File: src/rtl/lfu_pkg.sv
`timescale 1ns / 1ps
// ----------------------------------------------------------------------------
// LFU cache package
// Shared constants, codes and the response word type for the LFU cache.
// ----------------------------------------------------------------------------
package lfu_pkg;

    localparam int DEF_ENTRIES    = 16;
    localparam int DEF_KEY_BITS   = 32;
    localparam int DEF_COUNT_BITS = 16;

    localparam int VALUE_W = 32;
    localparam int CAP_W   = 5;

    localparam logic [CAP_W-1:0] CAP_RESET = 5'd16;

    // request kind carried on tuser
    localparam logic MODE_GET = 1'b0;
    localparam logic MODE_PUT = 1'b1;

    localparam logic [VALUE_W-1:0] MISS_VALUE = {VALUE_W{1'b1}};
    localparam logic [VALUE_W-1:0] PUT_VALUE  = {VALUE_W{1'b0}};

    typedef struct packed {
        logic               hit;
        logic [VALUE_W-1:0] read_value;
    } rsp_t;

endpackage

File: src/rtl/lfu_replacement_cache.sv
`timescale 1ns / 1ps
// ----------------------------------------------------------------------------
// LFU replacement cache
// Fully associative key-value store, least-frequently-used eviction with
// least-recently-used choice among equal use counts.
// ----------------------------------------------------------------------------
// Usage:
//   Requests arrive as words on the s_ channel: s_tuser is the mode (get or
//   put), s_tdata carries the key and the value to store. Each request gives
//   exactly one response word on the m_ channel: m_tuser is the hit flag,
//   m_tdata the read value (stored value on a get hit, all ones on a get
//   miss, zero for any put).
//   Pipeline: an input register, then the lookup, victim search and store
//   update in one combinational pass into the response register, whose
//   valid flag drives m_tvalid. One word per cycle is sustained while the
//   receiver keeps m_tready high.
//   A stalled receiver holds the response register; the input register then
//   holds its word and s_tready drops once both are full. No word is lost.
//   Reset empties the store (all entries invalid), clears both pipeline
//   valid flags and sets capacity_in_use to sixteen. Write capacity_in_use
//   through cfg_wen/cfg_wdata only while no request is in flight.
// ----------------------------------------------------------------------------
module lfu_replacement_cache #(
    parameter int ENTRIES    = lfu_pkg::DEF_ENTRIES,
    parameter int KEY_BITS   = lfu_pkg::DEF_KEY_BITS,
    parameter int COUNT_BITS = lfu_pkg::DEF_COUNT_BITS,
    parameter int IN_DATA_W  = ((KEY_BITS + lfu_pkg::VALUE_W + 7) / 8) * 8
) (
    input  logic                         clk,
    input  logic                         rst_n,
    // configuration: capacity_in_use
    input  logic                         cfg_wen,
    input  logic [lfu_pkg::CAP_W-1:0]    cfg_wdata,
    // request channel
    input  logic                         s_tvalid,
    output logic                         s_tready,
    input  logic [IN_DATA_W-1:0]         s_tdata,   // lookup_key, write_value, zero pad
    input  logic                         s_tuser,   // mode
    // response channel
    output logic                         m_tvalid,
    input  logic                         m_tready,
    output logic [lfu_pkg::VALUE_W-1:0]  m_tdata,   // read_value
    output logic                         m_tuser    // hit
);

    logic                         in_valid_reg, in_valid_next;
    logic                         in_put_reg;
    logic [KEY_BITS-1:0]          in_key_reg;
    logic [lfu_pkg::VALUE_W-1:0]  in_value_reg;
    logic                         out_valid_reg, out_valid_next;
    lfu_pkg::rsp_t                out_rsp_reg;
    logic [lfu_pkg::CAP_W-1:0]    cap_reg;
    lfu_pkg::rsp_t                core_rsp;
    logic                         advance;
    logic                         take;

    // advance the held word into the store when the response slot frees up
    assign advance  = in_valid_reg && (!out_valid_reg || m_tready);
    assign s_tready = !in_valid_reg || advance;
    assign take     = s_tvalid && s_tready;

    always_comb
    begin
        in_valid_next = in_valid_reg;
        if (take)
        begin
            in_valid_next = 1'b1;
        end
        else if (advance)
        begin
            in_valid_next = 1'b0;
        end

        out_valid_next = out_valid_reg;
        if (advance)
        begin
            out_valid_next = 1'b1;
        end
        else if (m_tready)
        begin
            out_valid_next = 1'b0;
        end
    end

    always_ff @(posedge clk or negedge rst_n)
    begin
        if (!rst_n)
        begin
            in_valid_reg  <= 1'b0;
            out_valid_reg <= 1'b0;
            cap_reg       <= lfu_pkg::CAP_RESET;
        end
        else
        begin
            in_valid_reg  <= in_valid_next;
            out_valid_reg <= out_valid_next;
            if (cfg_wen)
            begin
                cap_reg <= cfg_wdata;
            end
        end
    end

    // payload: hold unless a new word is taken / a response is produced
    always_ff @(posedge clk)
    begin
        if (take)
        begin
            in_put_reg   <= (s_tuser == lfu_pkg::MODE_PUT);
            in_key_reg   <= s_tdata[KEY_BITS-1:0];
            in_value_reg <= s_tdata[KEY_BITS +: lfu_pkg::VALUE_W];
        end
        if (advance)
        begin
            out_rsp_reg <= core_rsp;
        end
    end

    lfu_core #(
        .ENTRIES    (ENTRIES),
        .KEY_BITS   (KEY_BITS),
        .COUNT_BITS (COUNT_BITS)
    ) u_core (
        .clk       (clk),
        .rst_n     (rst_n),
        .do_step   (advance),
        .req_put   (in_put_reg),
        .req_key   (in_key_reg),
        .req_value (in_value_reg),
        .capacity  (cap_reg),
        .rsp       (core_rsp)
    );

    assign m_tvalid = out_valid_reg;
    assign m_tdata  = out_rsp_reg.read_value;
    assign m_tuser  = out_rsp_reg.hit;

endmodule

File: src/rtl/lfu_core.sv
`timescale 1ns / 1ps
// ----------------------------------------------------------------------------
// LFU cache core
// Entry store, parallel key match, victim tree and state update.
// ----------------------------------------------------------------------------
module lfu_core #(
    parameter int ENTRIES    = lfu_pkg::DEF_ENTRIES,
    parameter int KEY_BITS   = lfu_pkg::DEF_KEY_BITS,
    parameter int COUNT_BITS = lfu_pkg::DEF_COUNT_BITS
) (
    input  logic                       clk,
    input  logic                       rst_n,
    input  logic                       do_step,
    input  logic                       req_put,
    input  logic [KEY_BITS-1:0]        req_key,
    input  logic [lfu_pkg::VALUE_W-1:0] req_value,
    input  logic [lfu_pkg::CAP_W-1:0]  capacity,
    output lfu_pkg::rsp_t              rsp
);

    localparam int RANK_W  = $clog2(ENTRIES);
    localparam int IDX_W   = RANK_W;
    localparam int OCC_W   = $clog2(ENTRIES + 1);
    localparam int CMP_W   = (OCC_W > lfu_pkg::CAP_W) ? OCC_W : lfu_pkg::CAP_W;
    localparam int LEVELS  = $clog2(ENTRIES);
    localparam int P2      = 1 << LEVELS;
    localparam int SCORE_W = 1 + COUNT_BITS + RANK_W;

    localparam logic [COUNT_BITS-1:0] COUNT_MAX = {COUNT_BITS{1'b1}};

    logic [ENTRIES-1:0]              valid_reg, valid_next;
    logic [KEY_BITS-1:0]             key_reg   [ENTRIES];
    logic [KEY_BITS-1:0]             key_next  [ENTRIES];
    logic [lfu_pkg::VALUE_W-1:0]     value_reg [ENTRIES];
    logic [lfu_pkg::VALUE_W-1:0]     value_next[ENTRIES];
    logic [COUNT_BITS-1:0]           count_reg [ENTRIES];
    logic [COUNT_BITS-1:0]           count_next[ENTRIES];
    logic [RANK_W-1:0]               rank_reg  [ENTRIES];
    logic [RANK_W-1:0]               rank_next [ENTRIES];
    logic [OCC_W-1:0]                occ_reg, occ_next;

    logic [SCORE_W-1:0] node_score[1:2*P2-1];
    logic [IDX_W-1:0]   node_idx  [1:2*P2-1];

    logic [ENTRIES-1:0]          hit_vec;
    logic [ENTRIES-1:0]          vic_hot;
    logic [ENTRIES-1:0]          free_vec;
    logic [ENTRIES-1:0]          ins_hot;
    logic                        found;
    logic                        put_miss;
    logic                        evict;
    logic [RANK_W-1:0]           hit_rank;
    logic [RANK_W-1:0]           vic_rank;
    logic [lfu_pkg::VALUE_W-1:0] hit_value;
    logic [CMP_W-1:0]            cap_ext;
    logic [CMP_W-1:0]            eff_cap;

    // victim tree: lowest score wins; score orders by count, then oldest rank;
    // an empty entry scores all ones so its stale contents never take part
    genvar g;
    generate
        for (g = 0; g < P2; g++) begin : g_leaf
            if (g < ENTRIES) begin : g_real
                assign node_score[P2+g] = valid_reg[g] ?
                                          {1'b0, count_reg[g], ~rank_reg[g]} :
                                          {SCORE_W{1'b1}};
                assign node_idx[P2+g]   = IDX_W'(g);
            end
            else begin : g_pad
                assign node_score[P2+g] = {SCORE_W{1'b1}};
                assign node_idx[P2+g]   = '0;
            end
        end
        for (g = 1; g < P2; g++) begin : g_node
            assign node_score[g] = (node_score[2*g] <= node_score[2*g+1]) ?
                                   node_score[2*g] : node_score[2*g+1];
            assign node_idx[g]   = (node_score[2*g] <= node_score[2*g+1]) ?
                                   node_idx[2*g] : node_idx[2*g+1];
        end
    endgenerate

    always_comb
    begin
        cap_ext = CMP_W'(capacity);
        if (capacity == '0)
        begin
            eff_cap = CMP_W'(1);
        end
        else if (cap_ext > CMP_W'(ENTRIES))
        begin
            eff_cap = CMP_W'(ENTRIES);
        end
        else
        begin
            eff_cap = cap_ext;
        end
    end

    always_comb
    begin
        hit_rank  = '0;
        hit_value = '0;
        vic_rank  = '0;
        for (int i = 0; i < ENTRIES; i++)
        begin
            hit_vec[i] = valid_reg[i] && (key_reg[i] == req_key);
        end
        found    = |hit_vec;
        put_miss = req_put && !found;
        evict    = put_miss && (CMP_W'(occ_reg) >= eff_cap);
        for (int i = 0; i < ENTRIES; i++)
        begin
            vic_hot[i] = evict && (node_idx[1] == IDX_W'(i));
            hit_rank   = hit_rank  | (hit_vec[i] ? rank_reg[i]  : '0);
            hit_value  = hit_value | (hit_vec[i] ? value_reg[i] : '0);
            vic_rank   = vic_rank  | (vic_hot[i] ? rank_reg[i]  : '0);
        end
        // free slots once the victim has gone; take the lowest one
        free_vec = ~valid_reg | vic_hot;
        ins_hot  = free_vec & (~free_vec + 1'b1);
    end

    always_comb
    begin
        valid_next = valid_reg;
        occ_next   = occ_reg;
        for (int i = 0; i < ENTRIES; i++)
        begin
            key_next[i]   = key_reg[i];
            value_next[i] = value_reg[i];
            count_next[i] = count_reg[i];
            rank_next[i]  = rank_reg[i];
        end
        if (do_step && found)
        begin
            for (int i = 0; i < ENTRIES; i++)
            begin
                if (hit_vec[i])
                begin
                    rank_next[i] = '0;
                    if (count_reg[i] != COUNT_MAX)
                    begin
                        count_next[i] = count_reg[i] + 1'b1;
                    end
                    if (req_put)
                    begin
                        value_next[i] = req_value;
                    end
                end
                else if (valid_reg[i] && (rank_reg[i] < hit_rank))
                begin
                    rank_next[i] = rank_reg[i] + 1'b1;
                end
            end
        end
        else if (do_step && put_miss)
        begin
            valid_next = (valid_reg & ~vic_hot) | ins_hot;
            if (!evict)
            begin
                occ_next = occ_reg + 1'b1;
            end
            for (int i = 0; i < ENTRIES; i++)
            begin
                if (ins_hot[i])
                begin
                    key_next[i]   = req_key;
                    value_next[i] = req_value;
                    count_next[i] = COUNT_BITS'(1);
                    rank_next[i]  = '0;
                end
                else if (valid_reg[i] && !vic_hot[i])
                begin
                    // close the victim's gap, then age by one for the new entry
                    if (!(evict && (rank_reg[i] > vic_rank)))
                    begin
                        rank_next[i] = rank_reg[i] + 1'b1;
                    end
                end
            end
        end
    end

    always_comb
    begin
        rsp.hit = found;
        if (req_put)
        begin
            rsp.read_value = lfu_pkg::PUT_VALUE;
        end
        else if (found)
        begin
            rsp.read_value = hit_value;
        end
        else
        begin
            rsp.read_value = lfu_pkg::MISS_VALUE;
        end
    end

    always_ff @(posedge clk or negedge rst_n)
    begin
        if (!rst_n)
        begin
            valid_reg <= '0;
            occ_reg   <= '0;
        end
        else
        begin
            valid_reg <= valid_next;
            occ_reg   <= occ_next;
        end
    end

    always_ff @(posedge clk)
    begin
        for (int i = 0; i < ENTRIES; i++)
        begin
            key_reg[i]   <= key_next[i];
            value_reg[i] <= value_next[i];
            count_reg[i] <= count_next[i];
            rank_reg[i]  <= rank_next[i];
        end
    end

    a_occ_matches_valid: assert property (@(posedge clk) disable iff (!rst_n)
        $countones(valid_reg) == int'(occ_reg))
        else $error("occupancy count disagrees with valid entries");

    a_occ_in_range: assert property (@(posedge clk) disable iff (!rst_n)
        occ_reg <= OCC_W'(ENTRIES))
        else $error("occupancy above entry count");

    a_single_match: assert property (@(posedge clk) disable iff (!rst_n)
        do_step |-> $onehot0(hit_vec))
        else $error("key present in more than one entry");

    a_put_fills: assert property (@(posedge clk) disable iff (!rst_n)
        do_step && put_miss |=> valid_reg != '0)
        else $error("put miss left the store empty");

endmodule
File: config.mk
export PLATFORM = sky130hd
export DESIGN_NAME = lfu_replacement_cache
export DESIGN_NICKNAME = d
export VERILOG_FILES = /design/src/rtl/lfu_pkg.sv /design/src/rtl/lfu_replacement_cache.sv /design/src/rtl/lfu_core.sv
export SDC_FILE = /design/constraint.sdc
export NUM_CORES = 2
export LEC_CHECK = 0
export BUFFER_PORTS_ARGS = -buffer_cell sky130_fd_sc_hd__buf_2
export CAP_MARGIN = 15
export CORE_MARGIN = 3
export CORE_UTILIZATION = 45
export CTS_BUF_LIST = sky130_fd_sc_hd__clkbuf_16
export DETAILED_ROUTE_END_ITERATION = 12
export PLACE_DENSITY = 0.71
export REMOVE_ABC_BUFFERS = 1
export SYNTH_ARGS = -nofsm -noshare
export SYNTH_HDL_FRONTEND = slang
export SYNTH_SLANG_ARGS = --single-unit
File: constraint.sdc
create_clock -name clk -period 26 [get_ports clk]
set_input_delay 1.3 -clock clk [delete_from_list [all_inputs] [get_ports clk]]
set_output_delay 1.3 -clock clk [all_outputs]
set_load 0.01 [all_outputs]
==> After elaboration in Yosys (flattened, before gate mapping) <==
Memory sizes are Yosys's and may differ from the RTL's.
Cells that the tools add are included.
Widths: inputs -> output; s select.
{ "classes": {"bitwise_logic": 70, "reduce_logical": 114, "addsub": 34, "mul": 0, "n_lt_le_gt_ge": 49, "eq_ne": 47, "n_shift": 0, "n_div": 0, "muxes": 300} }
{ "ops": {"columns": ["cell", "count"], "rows": [
  ["$mux 32", 81],
  ["$mux 512", 4],
  ["$mux 16", 48],
  ["$mux 21", 30],
  ["$eq 32x32->1", 16],
  ["$mux 256", 2],
  ["$or 32x32->32", 15],
  ["$mux 4", 113],
  ["$le 21x21->1", 15],
  ["$add 16x1->16 const B", 17],
  ["$ne 16x16->1 const B", 16],
  ["$mux 64", 2],
  ["$or 4x4->4", 30],
  ["$logic_and 1x1->1", 86],
  ["$add 4x1->4 const B", 16],
  ["$gt 4x4->1", 16],
  ["$lt 4x4->1", 16],
  ["$not 4->4", 16],
  ["$not 16->16", 3],
  ["$and 16x16->16", 2],
  ["$eq 4x4->1 const B", 8],
  ["$or 16x16->16", 2],
  ["$logic_not 1->1", 19],
  ["$eq 4x3->1 const B", 4],
  ["other kinds (17)", 37]
]} }
{ "totals": {"rom_bits": 0, "word_cells": 628, "latchBits": 0, "output_inout_bits": 35, "mem_bits_rw": 1344, "mem_count": 4, "ff_bits": 126} }
{ "memory_table": {"columns": ["name", "words", "width", "read_ports", "rd_ports_with_merged_regs", "write_ports", "line_no", "source"], "rows": [
  ["u_core.key_reg", 16, 32, 16, 0, 16, "lfu_core.sv:32", "logic [KEY_BITS-1:0] key_reg [ENTRIES];"],
  ["u_core.value_reg", 16, 32, 16, 0, 16, "lfu_core.sv:34", "logic [lfu_pkg::VALUE_W-1:0] value_reg [ENTRIES];"],
  ["u_core.count_reg", 16, 16, 16, 0, 16, "lfu_core.sv:36", "logic [COUNT_BITS-1:0] count_reg [ENTRIES];"],
  ["u_core.rank_reg", 16, 4, 16, 0, 16, "lfu_core.sv:38", "logic [RANK_W-1:0] rank_reg [ENTRIES];"]
]} }

==> Longest topological paths before layout <==
An unclocked memory read counts as a cell.
{ "logic_depth": {"word_depth": 36, "ltp_mapped": 58, "ltp_nobuf": 50} }

==> Hierarchy <==
A second synthesis with hierarchy kept.
{ "unflattened": {"hier_cells": 6400, "hier_area_um2": 76891.2} }
{ "modules_own_cells": {"columns": ["mod", "cells_each", "seq_area_each_um2", "n_inst", "area_each_um2"], "rows": [
  ["lfu_core", 6284, 40884.2, 1, 73676.9],
  ["lfu_replacement_cache", 116, 3119.2, 1, 3214.3]
]} }

==> Worst setup path before layout <==
OpenSTA, ideal clock, no wires.
{ "synth_timing": {"kind": "register to register", "start": "reg u_core.valid_reg[10] (netlist name)", "end": "mem u_core.rank_reg[1][20] in the netlist's numbering, enable pin", "setup_ps": 372, "arrival_ps": 12903, "t_required_ps": 25628, "path_buffers": 8, "path_stages_with_launch": 50, "synth_period_minus_slack_ps": 13275, "path_slack_ps": 12725, "cell_sequence": "dfrtp_1 > clkbuf_1 > clkbuf_1 > nand2b_1 > ha_1 > and3_1 > a221o_1 > a221o_1 > or3_1 > o21ai_2 > clkbuf_1 > mux2i_1 > ha_1 > a21oi_1 > nand2_1 > a221oi_1 > o21ai_0 > o21bai_1 > [... 14 more ...] > nand3_1 > o21bai_1 > a311o_1 > nand4b_1 > nand2_1 > nor2_1 > nand3_1 > nand3_2 > buf_1 > buf_1 > mux2i_1 > o22ai_1 > a211oi_1 > ha_1 > a21o_1 > maj3_2 > a21o_1 > a211oi_1"} }
{ "synth_lines": {"columns": ["item", "line_no"], "rows": [
  ["to (decl)", "lfu_core.sv:38"]
]} }

==> out/results.tsv <==
stage	metric	value	unit
yosys	Yosys top cell area share	56.4	%
detailed_routing	DR pass1 iterations	7	
critical_path	Critical Path Sink Type	flop	
clock_network	CTS max path bufs	3	
yosys	Synth cell types	80	
detailed_routing	drt wl/cell	24.4	um
die	total die area	176000	um2
layout	final net count	6963	
yosys	asr flop ratio synth	1.90	%
yosys	mapped cell area	76800	um2
place	detailed placement HPWL	135000	um
yosys	top_reg_cell synth	edfxtp_1	
critical_path	CP max stage cell	a211oi_2	
yosys	YS warnings	0	
layout	area occupied by multi-input gates	30700	um2
clock_network	Worst-path clk slew	60	ps
worst_hold_path	class of the worst hold path	reg2reg	
global_route	largest net degree at the start of global routing	60	
critical_path	CP arrival	15540	ps
clock_network	clock tree root driver cell	clkbuf_16	
yosys	synthesis-stage register bit count	1470	
yosys	most frequent cell after synthesis	edfxtp_1	
die	# rows	150	
clock_network	hold_buf cts	0	
global_route	first-pass GRT wire length	320000	um
sta	crit path time final	15140	ps
sta	count of final hold-check violations	0	
clock_network	clock latency on the worst-skew pair	810	ps
clock_network	TritonCTS clock tree	built	
yosys	Syn Inst Count	6330	
die	Die Y-Extent	419	um
run_status	outcome	completed	
power	Peak VDD IR	0.157	mV
sta	Setup TNS Final	0	ps
clock_network	CTS Sinks	1470	
clock_network	htree depth	4	
sta	RSZ-0062 raised after global routing	no	
power	Tot Pwr	8.76	mW
detailed_routing	DRC errors left	0	
yosys	Synth area leader	edfxtp_1	
critical_path	crit-path max FO	34	
clock_network	CTS resizes	0	
layout	register area	44000	um2
sta	period utilisation layout	58.2	%
sta	slew margin rel.	10.3	%
sta	Slew Viols, Final	0	
detailed_routing	Total Wirelength	214000	um
global_route	vias in the first global route	51300	
layout	layout cells sized above 1	8.82	%
layout	P&R area growth vs syn	10.9	%
critical_path	Worst Path Required	26410	ps
detailed_routing	via/cell ratio	5.99	
power	Pleak	31.9	nW
sta	Slew @ Worst Pin	1340	ps
die	Core Area	168000	um2
yosys	Post-Syn Area per Cell	12.1	um2
yosys	Post-synth EDFFs	1442	
detailed_routing	initial DRC count	5484	
die	starting density of the core	45.6	%
run	max cap viols	0	
power	P per Cell Area	103	nW/um2
layout	# fillers	14200	
sta	fmax	66.1	MHz
critical_path	critical path startpoint category	flop	
die	Die W	419	um
layout	n_diodes	0	
sta	Final Setup Violations	0	
clock_network	# Post-CTS Setup Buffers	0	
yosys	synth cell count leaders	1442 x edfxtp_1, 604 x nor2_1, 578 x xor2_1	
yosys	Synth area leaders	edfxtp_1 56%, ha_1 7.3%, xor2_1 6.6%	
global_route	Tot GR Track Use	24.0	%
place	gpl congestion	0.973	
detailed_routing	Final ANT Viol Nets	0	
detailed_routing	DR vias	52500	
global_route	total gr overflow	0	
critical_path	WS Path Type	reg2reg	
sta	final clock skew	50.0	ps
global_route	initial antenna violation count	5	
place	PortBufs	109	
clock_network	cts bufs inserted	152	
critical_path	biggest cell delay along the critical path	1060	ps
yosys	Seq/Total Area, Yosys	57.3	%
die	Ports	110	
critical path: cells and delay by family, from the launching register on:
| kind | cells | cell delay (ps) |
|---|---|---|
| AND/OR/NAND/NOR | 14 | 3440 |
| buffers and inverters | 7 | 1980 |
| flip-flops | 1 | 560 |
| multiplexers | 3 | 1290 |
| AO/OA/AOI/OAI | 20 | 6130 |
| adder cells (fa/ha/maj) | 5 | 1310 |
cell usage in the layout (no fill, tap or decap), drive strengths merged, types with 168 or more instances in the layout:
cell type | Yosys | final
a21oi | 168 | 168
buf | 109 | 257
edfxtp | 1442 | 1442
ha | 449 | 449
inv | 271 | 299
mux2i | 178 | 178
nand2 | 375 | 375
nand3 | 276 | 276
nor2 | 604 | 604
o21ai | 172 | 172
xnor2 | 209 | 209
xor2 | 578 | 578
worst paths after layout:
path | startpoint | endpoint | slack (ps) | cells after the start
min in group asynchronous | rst_n | u_core.valid_reg[3]$_DFFE_PN0P_ | 660 | 1
max in group asynchronous | rst_n | u_core.valid_reg[6]$_DFFE_PN0P_ | 24700 | 1
worst max register to register | u_core.valid_reg[11]$_DFFE_PN0P_ | u_core.rank_reg[1][30]$_DFFE_PP_ | 10860 | 49
worst min register to register | u_core.occ_reg[4]$_DFFE_PN0P_ | u_core.occ_reg[4]$_DFFE_PN0P_ | 500 | 1
worst max-delay path | u_core.valid_reg[11]$_DFFE_PN0P_ | u_core.rank_reg[1][30]$_DFFE_PP_ | 10860 | 49
worst min-delay path | u_core.occ_reg[4]$_DFFE_PN0P_ | u_core.occ_reg[4]$_DFFE_PN0P_ | 500 | 1
cell families after synthesis:
family / share of synthesized area (%)
flops: 57.3
mux: 2.48
simple gates: 11.8
buf+inv: 3.30
compound gates: 8.64
fa+ha+maj: 7.52
xor+xnor: 8.98
cell type report:
class | instances | share of cell area [%]
repair buffers | 257 | 2.00
clock buffers | 154 | 4.52
well taps | 2204 | 3.24
multi-input cells | 4283 | 36.1
clock inverters | 114 | 1.30
flip-flops and latches | 1470 | 51.7
inverters | 275 | 1.21
stage by stage:
stage / std cells / hold slack, ps / utilization [%] / cell area [um2] / worst slack [ps]
after floorplan: 6028 / 449 / - / 75300 / 11470
after global placement: 8482 / 463 / 47.6 / 80100 / 11430
after detailed placement: 8483 / 485 / 47.6 / 80100 / 11290
after CTS: 8751 / 497 / 50.5 / 85100 / 11240
after global routing: 8757 / 515 / 50.6 / 85200 / 10060
final: 8757 / 497 / 50.6 / 85200 / 10860
report_power, final:
group	internal, mW	switching (mW)
clock network	1.22	0.945
registers	2.85	0.153
logic	1.26	2.34
total	5.32	3.44
per-layer routing:
metal	vias to the layer above	global-route usage, %	share of wire (%)
li1	23600	-	-
met1	26000	33.0	42
met2	2427	37.8	45
met3	475	4.14	8.8
met4	2	9.88	4.2
met5	-	0	0.0061
(Power assumes the default switching activity.)
